[config.mk]
export PLATFORM = sky130hd
export DESIGN_NAME = bitmap_slot_allocator
export DESIGN_NICKNAME = d
export VERILOG_FILES = /design/src/rtl/core/bsa_pkg.sv /design/src/rtl/core/bsa_front.sv /design/src/rtl/core/bsa_back.sv /design/src/rtl/core/bitmap_slot_allocator.sv
export SDC_FILE = /design/constraint.sdc
export NUM_CORES = 2
export LEC_CHECK = 0
export ABC_AREA = 0
export ABC_CLOCK_PERIOD_IN_PS = 21500
export BUFFER_PORTS_ARGS = -buffer_cell sky130_fd_sc_hd__buf_2
export CAP_MARGIN = 40
export CORE_MARGIN = 1.5
export CORE_UTILIZATION = 55
export CTS_CLUSTER_DIAMETER = 40
export DETAILED_ROUTE_END_ITERATION = 7
export PLACE_DENSITY = 0.7
export SYNTH_ARGS = -nofsm -noshare
export SYNTH_HDL_FRONTEND = slang
export SYNTH_SLANG_ARGS = --single-unit
[constraint.sdc]
create_clock -name i_clk -period 21.5 [get_ports i_clk]
set_input_delay 0 -clock i_clk [delete_from_list [all_inputs] [get_ports i_clk]]
set_output_delay 0 -clock i_clk [all_outputs]
set_load 0.1 [all_outputs]
[src/rtl/core/bsa_pkg.sv]
// Shared types, constants and helper functions for the bitmap slot allocator.
// Used by bsa_front, bsa_back and bitmap_slot_allocator; no dependencies.
`default_nettype none

package bsa_pkg;

    // Geometry of the slot bitmap
    localparam int NUM_SLOTS = 1024;
    localparam int WORD_W    = 32;
    localparam int NUM_WORDS = NUM_SLOTS / WORD_W;
    localparam int WIDX_W    = $clog2(NUM_WORDS);
    localparam int BIT_W     = $clog2(WORD_W);
    localparam int SLOT_W    = $clog2(NUM_SLOTS);
    localparam int SIZE_W    = SLOT_W + 1;
    localparam int IDX_W     = 16;
    localparam int CNT_W     = WIDX_W + 1;

    localparam logic [SIZE_W-1:0] SIZE_MIN = SIZE_W'(2);
    localparam logic [SIZE_W-1:0] SIZE_MAX = SIZE_W'(NUM_SLOTS);

    // Request kinds carried in tuser
    typedef enum logic [1:0] {
        MODE_ALLOC   = 2'd0,
        MODE_RELEASE = 2'd1,
        MODE_QUERY   = 2'd2,
        MODE_CHECK   = 2'd3
    } t_mode;

    // Result status codes
    typedef enum logic [2:0] {
        ST_OK      = 3'd0,
        ST_FULL    = 3'd1,
        ST_RANGE   = 3'd2,
        ST_ALREADY = 3'd3,
        ST_IS_FREE = 3'd4
    } t_status;

    // Back-end sequencer states
    typedef enum logic [1:0] {
        BK_IDLE = 2'd0,
        BK_EXEC = 2'd1,
        BK_SCAN = 2'd2
    } t_bk_state;

    // Classified request passed from the front to the back
    typedef struct packed {
        t_mode             mode;
        logic [SLOT_W-1:0] slot;
        logic              in_range;
        logic              is_zero;
    } t_req;

    // Bring a written size into the legal range
    function automatic logic [SIZE_W-1:0] clamp_size(input logic [SIZE_W-1:0] v);
        logic [SIZE_W-1:0] r;
        if (v < SIZE_MIN) begin
            r = SIZE_MIN;
        end else if (v > SIZE_MAX) begin
            r = SIZE_MAX;
        end else begin
            r = v;
        end
        return r;
    endfunction

    // Free bits of one bitmap word straight after initialisation
    function automatic logic [WORD_W-1:0] reset_row(input logic [WIDX_W-1:0] w,
                                                    input logic [SIZE_W-1:0] size);
        logic [WORD_W-1:0] r;
        logic [SIZE_W-1:0] idx;
        for (int b = 0; b < WORD_W; b++) begin
            idx  = {1'b0, w, BIT_W'(b)};
            r[b] = (idx >= SIZE_MIN) && (idx < size);
        end
        return r;
    endfunction

    // Position of the lowest set bit (zero when none is set)
    function automatic logic [BIT_W-1:0] lowest_one(input logic [WORD_W-1:0] v);
        logic [BIT_W-1:0] r;
        r = '0;
        for (int b = WORD_W - 1; b >= 0; b--) begin
            if (v[b]) begin
                r = BIT_W'(b);
            end
        end
        return r;
    endfunction

endpackage

`default_nettype wire

[src/rtl/core/bsa_front.sv]
// Front end of the slot allocator: accepts requests, classifies them and queues them.
// Depends on bsa_pkg for the request struct and bitmap geometry.
`default_nettype none

module bsa_front (
    input  wire logic                       i_clk,
    input  wire logic                       i_rst_n,
    // Incoming request transaction
    input  wire logic                       i_s_tvalid,
    output      logic                       o_s_tready,
    input  wire logic [bsa_pkg::IDX_W-1:0]  i_slot_number,
    input  wire logic [1:0]                 i_mode,
    // Current table size, for the range check
    input  wire logic [bsa_pkg::SIZE_W-1:0] i_size,
    // Queue head towards the back end
    output      logic                       o_req_vld,
    output      bsa_pkg::t_req              o_req,
    input  wire logic                       i_req_pop
);

    bsa_pkg::t_req r_q [0:1];
    logic          r_wp;
    logic          r_rp;
    logic [1:0]    r_cnt;
    logic          w_push;
    bsa_pkg::t_req w_new;

    // Classify the incoming request
    always_comb begin
        w_new.mode     = bsa_pkg::t_mode'(i_mode);
        w_new.slot     = i_slot_number[bsa_pkg::SLOT_W-1:0];
        w_new.in_range = i_slot_number < bsa_pkg::IDX_W'(i_size);
        w_new.is_zero  = (i_slot_number == '0);
    end

    assign o_s_tready = (r_cnt != 2'd2);
    assign w_push     = i_s_tvalid && o_s_tready;
    assign o_req_vld  = (r_cnt != 2'd0);
    assign o_req      = r_q[r_rp];

    // Store the classified request
    always_ff @(posedge i_clk) begin
        if (w_push) begin
            r_q[r_wp] <= w_new;
        end
    end

    // Advance the queue pointers
    always_ff @(posedge i_clk) begin
        if (!i_rst_n) begin
            r_wp  <= 1'b0;
            r_rp  <= 1'b0;
            r_cnt <= 2'd0;
        end else begin
            if (w_push) begin
                r_wp <= ~r_wp;
            end
            if (i_req_pop) begin
                r_rp <= ~r_rp;
            end
            if (w_push && !i_req_pop) begin
                r_cnt <= r_cnt + 2'd1;
            end else if (!w_push && i_req_pop) begin
                r_cnt <= r_cnt - 2'd1;
            end
        end
    end

endmodule

`default_nettype wire

[src/rtl/core/bsa_back.sv]
// Back end of the slot allocator: bitmap RAM, next-fit scan, release/query/check
// and the result register. Depends on bsa_pkg.
`default_nettype none

module bsa_back (
    input  wire logic                       i_clk,
    input  wire logic                       i_rst_n,
    // Size register write
    input  wire logic                       i_cfg_we,
    input  wire logic [bsa_pkg::SIZE_W-1:0] i_cfg_wdata,
    output      logic [bsa_pkg::SIZE_W-1:0] o_size,
    // Queue head from the front end
    input  wire logic                       i_req_vld,
    input  wire bsa_pkg::t_req              i_req,
    output      logic                       o_req_pop,
    // Result transaction
    output      logic                       o_m_tvalid,
    input  wire logic                       i_m_tready,
    output      logic [bsa_pkg::SLOT_W-1:0] o_granted_slot,
    output      bsa_pkg::t_status           o_status,
    output      logic                       o_slot_free,
    output      logic [bsa_pkg::SIZE_W-1:0] o_free_total
);

    localparam int WW = bsa_pkg::WORD_W;
    localparam int AW = bsa_pkg::WIDX_W;
    localparam int BW = bsa_pkg::BIT_W;
    localparam int SW = bsa_pkg::SLOT_W;
    localparam int ZW = bsa_pkg::SIZE_W;
    localparam int CW = bsa_pkg::CNT_W;

    // Sequencer and architectural state
    bsa_pkg::t_bk_state              r_state, n_state;
    logic [ZW-1:0]                   r_size;
    logic [SW-1:0]                   r_start, n_start;
    logic [ZW-1:0]                   r_free_cnt, n_free_cnt;
    logic [bsa_pkg::NUM_WORDS-1:0]   r_row_vld;
    bsa_pkg::t_req                   r_req;

    // Bitmap RAM
    logic [WW-1:0] r_mem [0:bsa_pkg::NUM_WORDS-1];
    logic [WW-1:0] r_rdata;
    logic          w_rd_en;
    logic [AW-1:0] w_rd_addr;
    logic          w_wr_en;
    logic [AW-1:0] w_wr_addr;
    logic [WW-1:0] w_wr_data;

    // Scan issue and evaluate stages
    logic [AW-1:0] r_iss_w, n_iss_w;
    logic [CW-1:0] r_iss_cnt, n_iss_cnt;
    logic          r_p_vld, n_p_vld;
    logic [AW-1:0] r_p_w;
    logic [WW-1:0] r_p_mask, n_p_mask;
    logic          r_p_last, n_p_last;
    logic          w_issue;

    // Result register
    logic                r_o_vld;
    logic [SW-1:0]       r_o_granted, n_o_granted;
    bsa_pkg::t_status    r_o_status, n_o_status;
    logic                r_o_free, n_o_free;
    logic [ZW-1:0]       r_o_total;
    logic                w_o_load;

    // Derived values
    logic [ZW-1:0] w_size_m1;
    logic [AW-1:0] w_last_w;
    logic [CW-1:0] w_visits;
    logic [AW-1:0] w_eval_w;
    logic [WW-1:0] w_word;
    logic [WW-1:0] w_hits;
    logic [BW-1:0] w_hit_bit;
    logic [SW-1:0] w_hit_slot;
    logic [BW-1:0] w_rel_bit;
    logic          w_bit_free;
    logic          w_found;
    logic          w_full;
    logic          w_pop;
    logic          w_out_room;

    assign w_size_m1 = r_size - ZW'(1);
    assign w_last_w  = w_size_m1[SW-1:BW];
    assign w_visits  = {1'b0, w_last_w} + CW'(2);
    assign w_eval_w  = (r_state == bsa_pkg::BK_EXEC) ? r_req.slot[SW-1:BW] : r_p_w;
    // A row never written since initialisation reads as its initial pattern
    assign w_word    = r_row_vld[w_eval_w] ? r_rdata : bsa_pkg::reset_row(w_eval_w, r_size);
    assign w_hits    = w_word & r_p_mask;
    assign w_hit_bit = bsa_pkg::lowest_one(w_hits);
    assign w_hit_slot = {r_p_w, w_hit_bit};
    assign w_rel_bit = r_req.slot[BW-1:0];
    assign w_bit_free = w_word[w_rel_bit];
    assign w_found   = (r_state == bsa_pkg::BK_SCAN) && r_p_vld && (w_hits != '0);
    assign w_full    = (r_state == bsa_pkg::BK_SCAN) && r_p_vld && (w_hits == '0) && r_p_last;
    assign w_out_room = !r_o_vld || i_m_tready;
    assign w_pop     = (r_state == bsa_pkg::BK_IDLE) && i_req_vld && w_out_room && !i_cfg_we;
    assign w_issue   = (r_state == bsa_pkg::BK_SCAN) && !w_found && !w_full
                       && (r_iss_cnt < w_visits);

    // Next state
    always_comb begin
        n_state = r_state;
        unique case (r_state)
            bsa_pkg::BK_IDLE: begin
                if (w_pop) begin
                    n_state = (i_req.mode == bsa_pkg::MODE_ALLOC) ? bsa_pkg::BK_SCAN
                                                                  : bsa_pkg::BK_EXEC;
                end
            end
            bsa_pkg::BK_EXEC: begin
                n_state = bsa_pkg::BK_IDLE;
            end
            bsa_pkg::BK_SCAN: begin
                if (w_found || w_full) begin
                    n_state = bsa_pkg::BK_IDLE;
                end
            end
            default: n_state = bsa_pkg::BK_IDLE;
        endcase
    end

    // Datapath controls and result
    always_comb begin
        w_rd_en     = 1'b0;
        w_rd_addr   = r_iss_w;
        w_wr_en     = 1'b0;
        w_wr_addr   = w_eval_w;
        w_wr_data   = w_word;
        n_start     = r_start;
        n_free_cnt  = r_free_cnt;
        n_iss_w     = r_iss_w;
        n_iss_cnt   = r_iss_cnt;
        n_p_vld     = 1'b0;
        n_p_mask    = '1;
        n_p_last    = 1'b0;
        w_o_load    = 1'b0;
        n_o_granted = '0;
        n_o_status  = bsa_pkg::ST_OK;
        n_o_free    = 1'b0;
        unique case (r_state)
            bsa_pkg::BK_IDLE: begin
                // Fetch the addressed word, or prime the scan from the search start
                if (w_pop) begin
                    w_rd_en   = (i_req.mode != bsa_pkg::MODE_ALLOC);
                    w_rd_addr = i_req.slot[SW-1:BW];
                    n_iss_w   = r_start[SW-1:BW];
                    n_iss_cnt = '0;
                end
            end
            bsa_pkg::BK_EXEC: begin
                w_o_load = 1'b1;
                unique case (r_req.mode)
                    bsa_pkg::MODE_RELEASE: begin
                        if (r_req.is_zero || !r_req.in_range) begin
                            n_o_status = bsa_pkg::ST_RANGE;
                        end else if (w_bit_free) begin
                            n_o_status = bsa_pkg::ST_ALREADY;
                        end else begin
                            w_wr_en    = 1'b1;
                            w_wr_data  = w_word | (WW'(1) << w_rel_bit);
                            n_free_cnt = r_free_cnt + ZW'(1);
                        end
                    end
                    bsa_pkg::MODE_QUERY: begin
                        if (!r_req.in_range) begin
                            n_o_status = bsa_pkg::ST_RANGE;
                        end else begin
                            n_o_free = w_bit_free;
                        end
                    end
                    bsa_pkg::MODE_CHECK: begin
                        if (!r_req.in_range) begin
                            n_o_status = bsa_pkg::ST_RANGE;
                        end else if (w_bit_free) begin
                            n_o_status = bsa_pkg::ST_IS_FREE;
                        end
                    end
                    bsa_pkg::MODE_ALLOC: begin
                        n_o_status = bsa_pkg::ST_FULL;
                    end
                    default: n_o_status = bsa_pkg::ST_OK;
                endcase
            end
            bsa_pkg::BK_SCAN: begin
                // Claim the lowest free bit of the word under evaluation
                if (w_found) begin
                    w_o_load    = 1'b1;
                    n_o_granted = w_hit_slot;
                    w_wr_en     = 1'b1;
                    w_wr_data   = w_word & ~(WW'(1) << w_hit_bit);
                    n_free_cnt  = r_free_cnt - ZW'(1);
                    n_start     = (({1'b0, w_hit_slot} + ZW'(1)) == r_size) ? '0
                                  : w_hit_slot + SW'(1);
                end else if (w_full) begin
                    w_o_load   = 1'b1;
                    n_o_status = bsa_pkg::ST_FULL;
                end
                // Issue the next word: first visit masks below the start, last at and above it
                if (w_issue) begin
                    w_rd_en   = 1'b1;
                    n_p_vld   = 1'b1;
                    n_p_last  = (r_iss_cnt == w_visits - CW'(1));
                    if (r_iss_cnt == '0) begin
                        n_p_mask = {WW{1'b1}} << r_start[BW-1:0];
                    end else if (n_p_last) begin
                        n_p_mask = ~({WW{1'b1}} << r_start[BW-1:0]);
                    end
                    n_iss_w   = (r_iss_w == w_last_w) ? '0 : r_iss_w + AW'(1);
                    n_iss_cnt = r_iss_cnt + CW'(1);
                end
            end
            default: begin
                w_rd_en = 1'b0;
            end
        endcase
    end

    // Bitmap RAM with registered read
    always_ff @(posedge i_clk) begin
        if (w_wr_en) begin
            r_mem[w_wr_addr] <= w_wr_data;
        end
        if (w_rd_en) begin
            r_rdata <= r_mem[w_rd_addr];
        end
    end

    // Payload registers
    always_ff @(posedge i_clk) begin
        if (w_pop) begin
            r_req <= i_req;
        end
        r_iss_w   <= n_iss_w;
        r_iss_cnt <= n_iss_cnt;
        if (w_issue) begin
            r_p_w    <= r_iss_w;
            r_p_mask <= n_p_mask;
            r_p_last <= n_p_last;
        end
        if (w_o_load) begin
            r_o_granted <= n_o_granted;
            r_o_status  <= n_o_status;
            r_o_free    <= n_o_free;
            r_o_total   <= n_free_cnt;
        end
    end

    // Control and architectural state; a size write reinitialises the table
    always_ff @(posedge i_clk) begin
        if (!i_rst_n) begin
            r_state    <= bsa_pkg::BK_IDLE;
            r_size     <= bsa_pkg::SIZE_MAX;
            r_start    <= SW'(1);
            r_free_cnt <= bsa_pkg::SIZE_MAX - ZW'(2);
            r_row_vld  <= '0;
            r_p_vld    <= 1'b0;
            r_o_vld    <= 1'b0;
        end else begin
            r_state <= n_state;
            r_p_vld <= n_p_vld;
            if (i_cfg_we) begin
                r_size     <= bsa_pkg::clamp_size(i_cfg_wdata);
                r_start    <= SW'(1);
                r_free_cnt <= bsa_pkg::clamp_size(i_cfg_wdata) - ZW'(2);
                r_row_vld  <= '0;
            end else begin
                r_start    <= n_start;
                r_free_cnt <= n_free_cnt;
                if (w_wr_en) begin
                    r_row_vld[w_wr_addr] <= 1'b1;
                end
            end
            if (w_o_load) begin
                r_o_vld <= 1'b1;
            end else if (i_m_tready) begin
                r_o_vld <= 1'b0;
            end
        end
    end

    assign o_size         = r_size;
    assign o_req_pop      = w_pop;
    assign o_m_tvalid     = r_o_vld;
    assign o_granted_slot = r_o_granted;
    assign o_status       = r_o_status;
    assign o_slot_free    = r_o_free;
    assign o_free_total   = r_o_total;

    // Free count never exceeds the number of releasable slots
    a_cnt_bound: assert property (@(posedge i_clk) disable iff (!i_rst_n)
        r_free_cnt <= r_size - ZW'(1))
        else $error("free count above table size");

    // Search start stays inside the table
    a_start_range: assert property (@(posedge i_clk) disable iff (!i_rst_n)
        ZW'(r_start) < r_size)
        else $error("search start outside table");

    // A successful allocation never grants the reserved slot
    a_grant_nonzero: assert property (@(posedge i_clk) disable iff (!i_rst_n)
        w_found |-> (w_hit_slot != '0))
        else $error("reserved slot granted");

    // A result is only produced while the result register is free to take it
    a_out_room: assert property (@(posedge i_clk) disable iff (!i_rst_n)
        w_o_load |-> !r_o_vld || $past(i_m_tready) || !$past(r_o_vld))
        else $error("result register overwritten");

    // Scan never issues beyond its word budget
    a_scan_budget: assert property (@(posedge i_clk) disable iff (!i_rst_n)
        (r_state == bsa_pkg::BK_SCAN) |-> (r_iss_cnt <= w_visits))
        else $error("scan overran its word budget");

endmodule

`default_nettype wire

[src/rtl/core/bitmap_slot_allocator.sv]
// Next-fit bitmap slot allocator, top level.
// Depends on bsa_pkg, bsa_front and bsa_back.
//
// Usage:
//   Requests enter on the slave stream: tuser carries the request kind
//   (allocate, release, query, check) and tdata the 16-bit slot number.
//   Each request yields exactly one result transaction on the master stream.
//   The size register is written through i_cfg_we/i_cfg_wdata while the block
//   is idle; a write reinitialises the bitmap, search start and free count.
// Sequencing and throughput:
//   Release, query and check take one RAM read and one evaluate/write step in
//   the back end. Allocate reads one 32-bit bitmap word per cycle from the
//   bitmap RAM, pipelined behind its registered read.
//   A two-entry request queue lets the input side keep accepting meanwhile.
// Reset:
//   Synchronous, active low. Size returns to 1024, all slots from 2 upward are
//   free, the search start is 1 and no clearing pass is needed.
// Back-pressure:
//   The result register holds while o_m_axis_tvalid is high and
//   i_m_axis_tready low; the back end then stops taking requests and the queue
//   fills, after which o_s_axis_tready falls.
`default_nettype none

module bitmap_slot_allocator (
    input  wire logic        i_clk,
    input  wire logic        i_rst_n,
    // Size register
    input  wire logic        i_cfg_we,
    input  wire logic [10:0] i_cfg_wdata,      // slots_in_use
    // Request stream
    input  wire logic        i_s_axis_tvalid,
    output      logic        o_s_axis_tready,
    input  wire logic [15:0] i_s_axis_tdata,   // [15:0] slot_number
    input  wire logic [1:0]  i_s_axis_tuser,   // [1:0] mode
    // Result stream
    output      logic        o_m_axis_tvalid,
    input  wire logic        i_m_axis_tready,
    // [9:0] granted_slot, [12:10] status, [13] slot_free, [24:14] free_total, [31:25] zero
    output      logic [31:0] o_m_axis_tdata
);

    logic [bsa_pkg::SIZE_W-1:0] w_size;
    logic                       w_req_vld;
    bsa_pkg::t_req              w_req;
    logic                       w_req_pop;
    logic [bsa_pkg::SLOT_W-1:0] w_granted;
    bsa_pkg::t_status           w_status;
    logic                       w_slot_free;
    logic [bsa_pkg::SIZE_W-1:0] w_free_total;

    // Accept and classify requests
    bsa_front u_front (
        .i_clk         (i_clk),
        .i_rst_n       (i_rst_n),
        .i_s_tvalid    (i_s_axis_tvalid),
        .o_s_tready    (o_s_axis_tready),
        .i_slot_number (i_s_axis_tdata),
        .i_mode        (i_s_axis_tuser),
        .i_size        (w_size),
        .o_req_vld     (w_req_vld),
        .o_req         (w_req),
        .i_req_pop     (w_req_pop)
    );

    // Carry out requests against the bitmap
    bsa_back u_back (
        .i_clk          (i_clk),
        .i_rst_n        (i_rst_n),
        .i_cfg_we       (i_cfg_we),
        .i_cfg_wdata    (i_cfg_wdata),
        .o_size         (w_size),
        .i_req_vld      (w_req_vld),
        .i_req          (w_req),
        .o_req_pop      (w_req_pop),
        .o_m_tvalid     (o_m_axis_tvalid),
        .i_m_tready     (i_m_axis_tready),
        .o_granted_slot (w_granted),
        .o_status       (w_status),
        .o_slot_free    (w_slot_free),
        .o_free_total   (w_free_total)
    );

    // Pack the result fields
    assign o_m_axis_tdata = {7'd0, w_free_total, w_slot_free, w_status, w_granted};

endmodule

`default_nettype wire

==> impl_metrics.tcl <==
set metrics [dict create \
    holdBufCountCts 53 \
    viasPerCell 6.61 \
    setup_viol 0 \
    cts_tree "built" \
    clk_pin_slew_ns 0.06 \
    grt_pass1_vias 32417 \
    r2r_end "u_back.r_start[7]$_SDFFE_PP0P_" \
    min_path_cells 2 \
    synth_cells 3374 \
    setup_tns_ns 0 \
    place_hpwl_um 99000 \
    yosysWarnings 0 \
    num_io_pins 68 \
    htree_levels 4 \
    cts-resized-gates 0 \
    hold_class "input port to register" \
    ys_seq_elements 1245 \
    critPathLaunchType "register" \
    relSlewSlack_pct 29.2 \
    r2r_cells 27 \
    final_max_slew_viol_count 0 \
    grt_usage_pct 31.5 \
    die_w_um 317 \
    cap_viol_max_count 0 \
    fp.dieH_um 317 \
    wl_per_cell_um 31.4 \
    cp_max_fo 50 \
    fin_crit_sh_pct 36.8 \
    finalWirelength_um 156000 \
    clock-sinks 1245 \
    netlist_area_um2 54200 \
    regToRegSetupSlack_ns 13.59 \
    post-cts-setup-buffers 0 \
    final_layout_size_suffix_gt1_share_pct 24.7 \
    num_vias 32832 \
    r2r_start "u_back.r_state[1]$_SDFFE_PN0P_" \
    coreArea_um2 97100 \
    ant_nets 0 \
    die_area_um2 100000 \
    arrival_ns 8.53 \
    leakage_nw 20.6 \
    ys_seq_area_share_pct 67.6 \
    fillCellCount 6669 \
    insertion_delay_ns 0.77 \
    peakVddDrop_uv 155 \
    powerDensity_nw_per_um2 155 \
    finClkSkew_ns 0.0401 \
    synthArstFlopShare_pct 0 \
    clock-root-buffer "clkbuf_16" \
    rsz0062_at_grt "false" \
    nets 3639 \
    gp_congestion 0.969 \
    cts_buffers 148 \
    synth-main-ff-cell "edfxtp_1" \
    hold_viol_final 0 \
    grt_pass1_wl_um 225000 \
    min_period_ns 7.91 \
    rows 114 \
    min_to "u_front.r_q[1][4]$_DFFE_PP_" \
    area_growth_pct 15.8 \
    grt_max_degree 143 \
    crit_type "register to register" \
    synth-edff-count 1172 \
    clock_path_buffers 3 \
    drc 0 \
    status "complete, no violations" \
    syn_area_per_cell_um2 16.1 \
    drtIter0Drc 4055 \
    fin_hold_ws_ns 0.0357 \
    yosysUniqueCellTypes 106 \
    worst_setup_path_end_kind "register" \
    tightest_slew_ns 1.06 \
    gr-total-overflow 0 \
    worstHoldStart "i_s_axis_tdata[2]" \
    crit_required_ns 22.13 \
    port_buffers 60 \
    dr.pass1.iters 7 \
    max_freq_ghz 0.126 \
    initial_core_util_pct 55.8 \
    antenna_found_initial 5 \
]
placed cells by master, fill, tap and decap left out, drive strengths merged, types with 13 or more instances in the layout:
cell type	n
a211oi	13
o22ai	29
a31oi	17
nand3	51
o31ai	23
buf	183
mux4	261
mux2i	95
nor2	225
clkinv	61
edfxtp	1172
a22oi	15
nor3	38
o21ai	107
ha	41
dlygate4sd3	53
a22o	33
a21oi	137
and2	23
xor2	16
dfxtp	73
clkbuf	171
nand4	23
mux2	124
nand2	243
inv	86
nand2b	25
o211ai	43
nor4	18
xnor2	26
and3	21
worst max-delay path by stage:
stage	startpoint	to	slack, ns	cells after the start
6_report	u_back.r_state[1]$_SDFFE_PN0P_	u_back.r_start[7]$_SDFFE_PP0P_	13.59	27
5_1_grt	u_back.r_state[1]$_SDFFE_PN0P_	u_back.r_start[6]$_SDFFE_PP0P_	12.95	27
4_1_cts	u_back.r_state[1]$_SDFFE_PN0P_	u_back.r_start[7]$_SDFFE_PP0P_	13.69	27
3_5_place_dp	u_back.r_state[1]$_SDFFE_PN0P_	u_back.r_start[7]$_SDFFE_PP0P_	13.73	27
3_3_place_gp	u_back.r_state[1]$_SDFFE_PN0P_	u_back.r_start[6]$_SDFFE_PP0P_	13.52	27
2_1_floorplan	u_back.r_state[1]$_SDFFE_PN0P_	u_back.r_mem[0][11]$_DFFE_PP_	14.30	26
cells in the mapped netlist (10+ instances only):
| cell type | n | share of area [%] |
|---|---|---|
| o211ai_1 | 43 | 0.60 |
| o22ai_1 | 28 | 0.32 |
| dfxtp_1 | 73 | 2.7 |
| edfxtp_1 | 1172 | 65 |
| a31oi_1 | 16 | 0.18 |
| nor4_1 | 15 | 0.17 |
| nand2_1 | 243 | 1.7 |
| xnor2_1 | 26 | 0.42 |
| and3_1 | 17 | 0.20 |
| mux4_2 | 261 | 11 |
| buf_4 | 12 | 0.17 |
| a21oi_1 | 137 | 1.3 |
| and2_1 | 21 | 0.24 |
| mux2_2 | 122 | 2.5 |
| a22oi_1 | 15 | 0.21 |
| ha_1 | 41 | 0.95 |
| o31ai_1 | 23 | 0.32 |
| clkbuf_1 | 129 | 0.89 |
| nand3_1 | 51 | 0.47 |
| inv_1 | 60 | 0.42 |
| nor2b_1 | 11 | 0.13 |
| mux2i_1 | 94 | 1.7 |
| o32ai_1 | 12 | 0.19 |
| o21a_1 | 10 | 0.14 |
| nand4_1 | 23 | 0.27 |
| a22o_1 | 33 | 0.53 |
| xor2_1 | 16 | 0.26 |
| nor3_1 | 37 | 0.34 |
| nor2_1 | 224 | 1.6 |
| nand2b_1 | 25 | 0.29 |
| o21ai_0 | 100 | 0.92 |
| buf_1 | 45 | 0.31 |
| a211oi_1 | 13 | 0.18 |
cell type report:
cell class,count,area [um^2],share of cell area [%]
flip-flops and latches,1245,36700,58.4
multi-input cells,1865,17000,27.2
clock buffers,171,3930,6.26
repair buffers,236,2220,3.54
well taps,1276,1600,2.54
clock inverters,101,1050,1.68
inverters,68,255,0.407
diodes,2,5.00,0.00798
state kept, by name, indices dropped and copies added, names as in the netlist, 10 cells and up, named ones only:
signal,cells
u_back.o_free_total,11
u_back.o_granted_slot,10
u_back.o_size,11
u_back.r_free_cnt,11
u_back.r_mem,1024
u_back.r_p_mask,32
u_back.r_rdata,32
u_back.r_req,14
u_back.r_row_vld,32
u_back.r_start,10
u_front.r_q,28
worst max-delay path: stages, from the launching register on:
cell and delay, ns:
dfxtp_1 0.34, inv_1 0.09, ha_1 0.14, buf_4 0.44, mux2i_2 0.45, inv_2 0.17
ha_1 0.35, and4b_1 0.63, nand3_1 0.38, nand2_1 0.27, a21oi_1 0.09, a2111oi_0 0.63
a311oi_1 0.10, a221oi_1 0.30, o21ai_0 0.37, a221oi_1 0.40, a211o_1 0.23, inv_1 0.09
ha_1 0.27, ha_1 0.33, xnor2_1 0.13, nand2_1 0.11, nor3_1 0.14, a41oi_1 0.14
a21oi_1 0.20, nand4_1 0.13, nor4_2 0.63, o32ai_1 0.18
logic make-up (layout without fill, tap and decap cells):
| family | after synthesis | after routing | share of synthesized area (%) |
|---|---|---|---|
| and+or+nand+nor | 732 | 732 | 6.35 |
| AOI/OAI and AO/OA | 562 | 562 | 7.07 |
| adders and majority gates | 41 | 41 | 0.946 |
| other | 1 | 9 | 0.00692 |
| muxes | 480 | 480 | 15.2 |
| xor gates and xnor gates | 43 | 43 | 0.720 |
| DFF | 1245 | 1245 | 67.6 |
| buffers and inverters | 270 | 576 | 2.09 |
metrics by stage:
| stage | cell area [um^2] | utilization [%] | std cells | total power [mW] | setup slack (ns) |
|---|---|---|---|---|---|
| after floorplan | 54200 | - | 3380 | 5.70 | 14.30 |
| after global placement | 56500 | 58.2 | 4601 | 7.04 | 13.52 |
| after detailed placement | 57200 | 58.9 | 4636 | 7.25 | 13.73 |
| after CTS | 62700 | 64.6 | 4961 | 9.75 | 13.69 |
| after global routing | 62700 | 64.6 | 4962 | 10.1 | 12.95 |
| final | 62700 | 64.6 | 4964 | 9.74 | 13.59 |
metal layers:
layer | vias to the layer above | routed length (um) | GRT usage [%]
met4 | 4 | 6250 | 12.8
met2 | 1642 | 73900 | 49.5
met1 | 17008 | 63500 | 44.2
li1 | 13900 | - | -
met5 | - | 27 | 0
met3 | 278 | 12100 | 5.43
power breakdown:
group,total [mW],internal [mW],switching [mW]
Combinational,3.74,1.33,2.41
Clock,2.48,1.46,1.03
Sequential,3.51,3.38,0.134
Total,9.74,6.17,3.57
No activity file was read; power rests on OpenSTA's default activity.
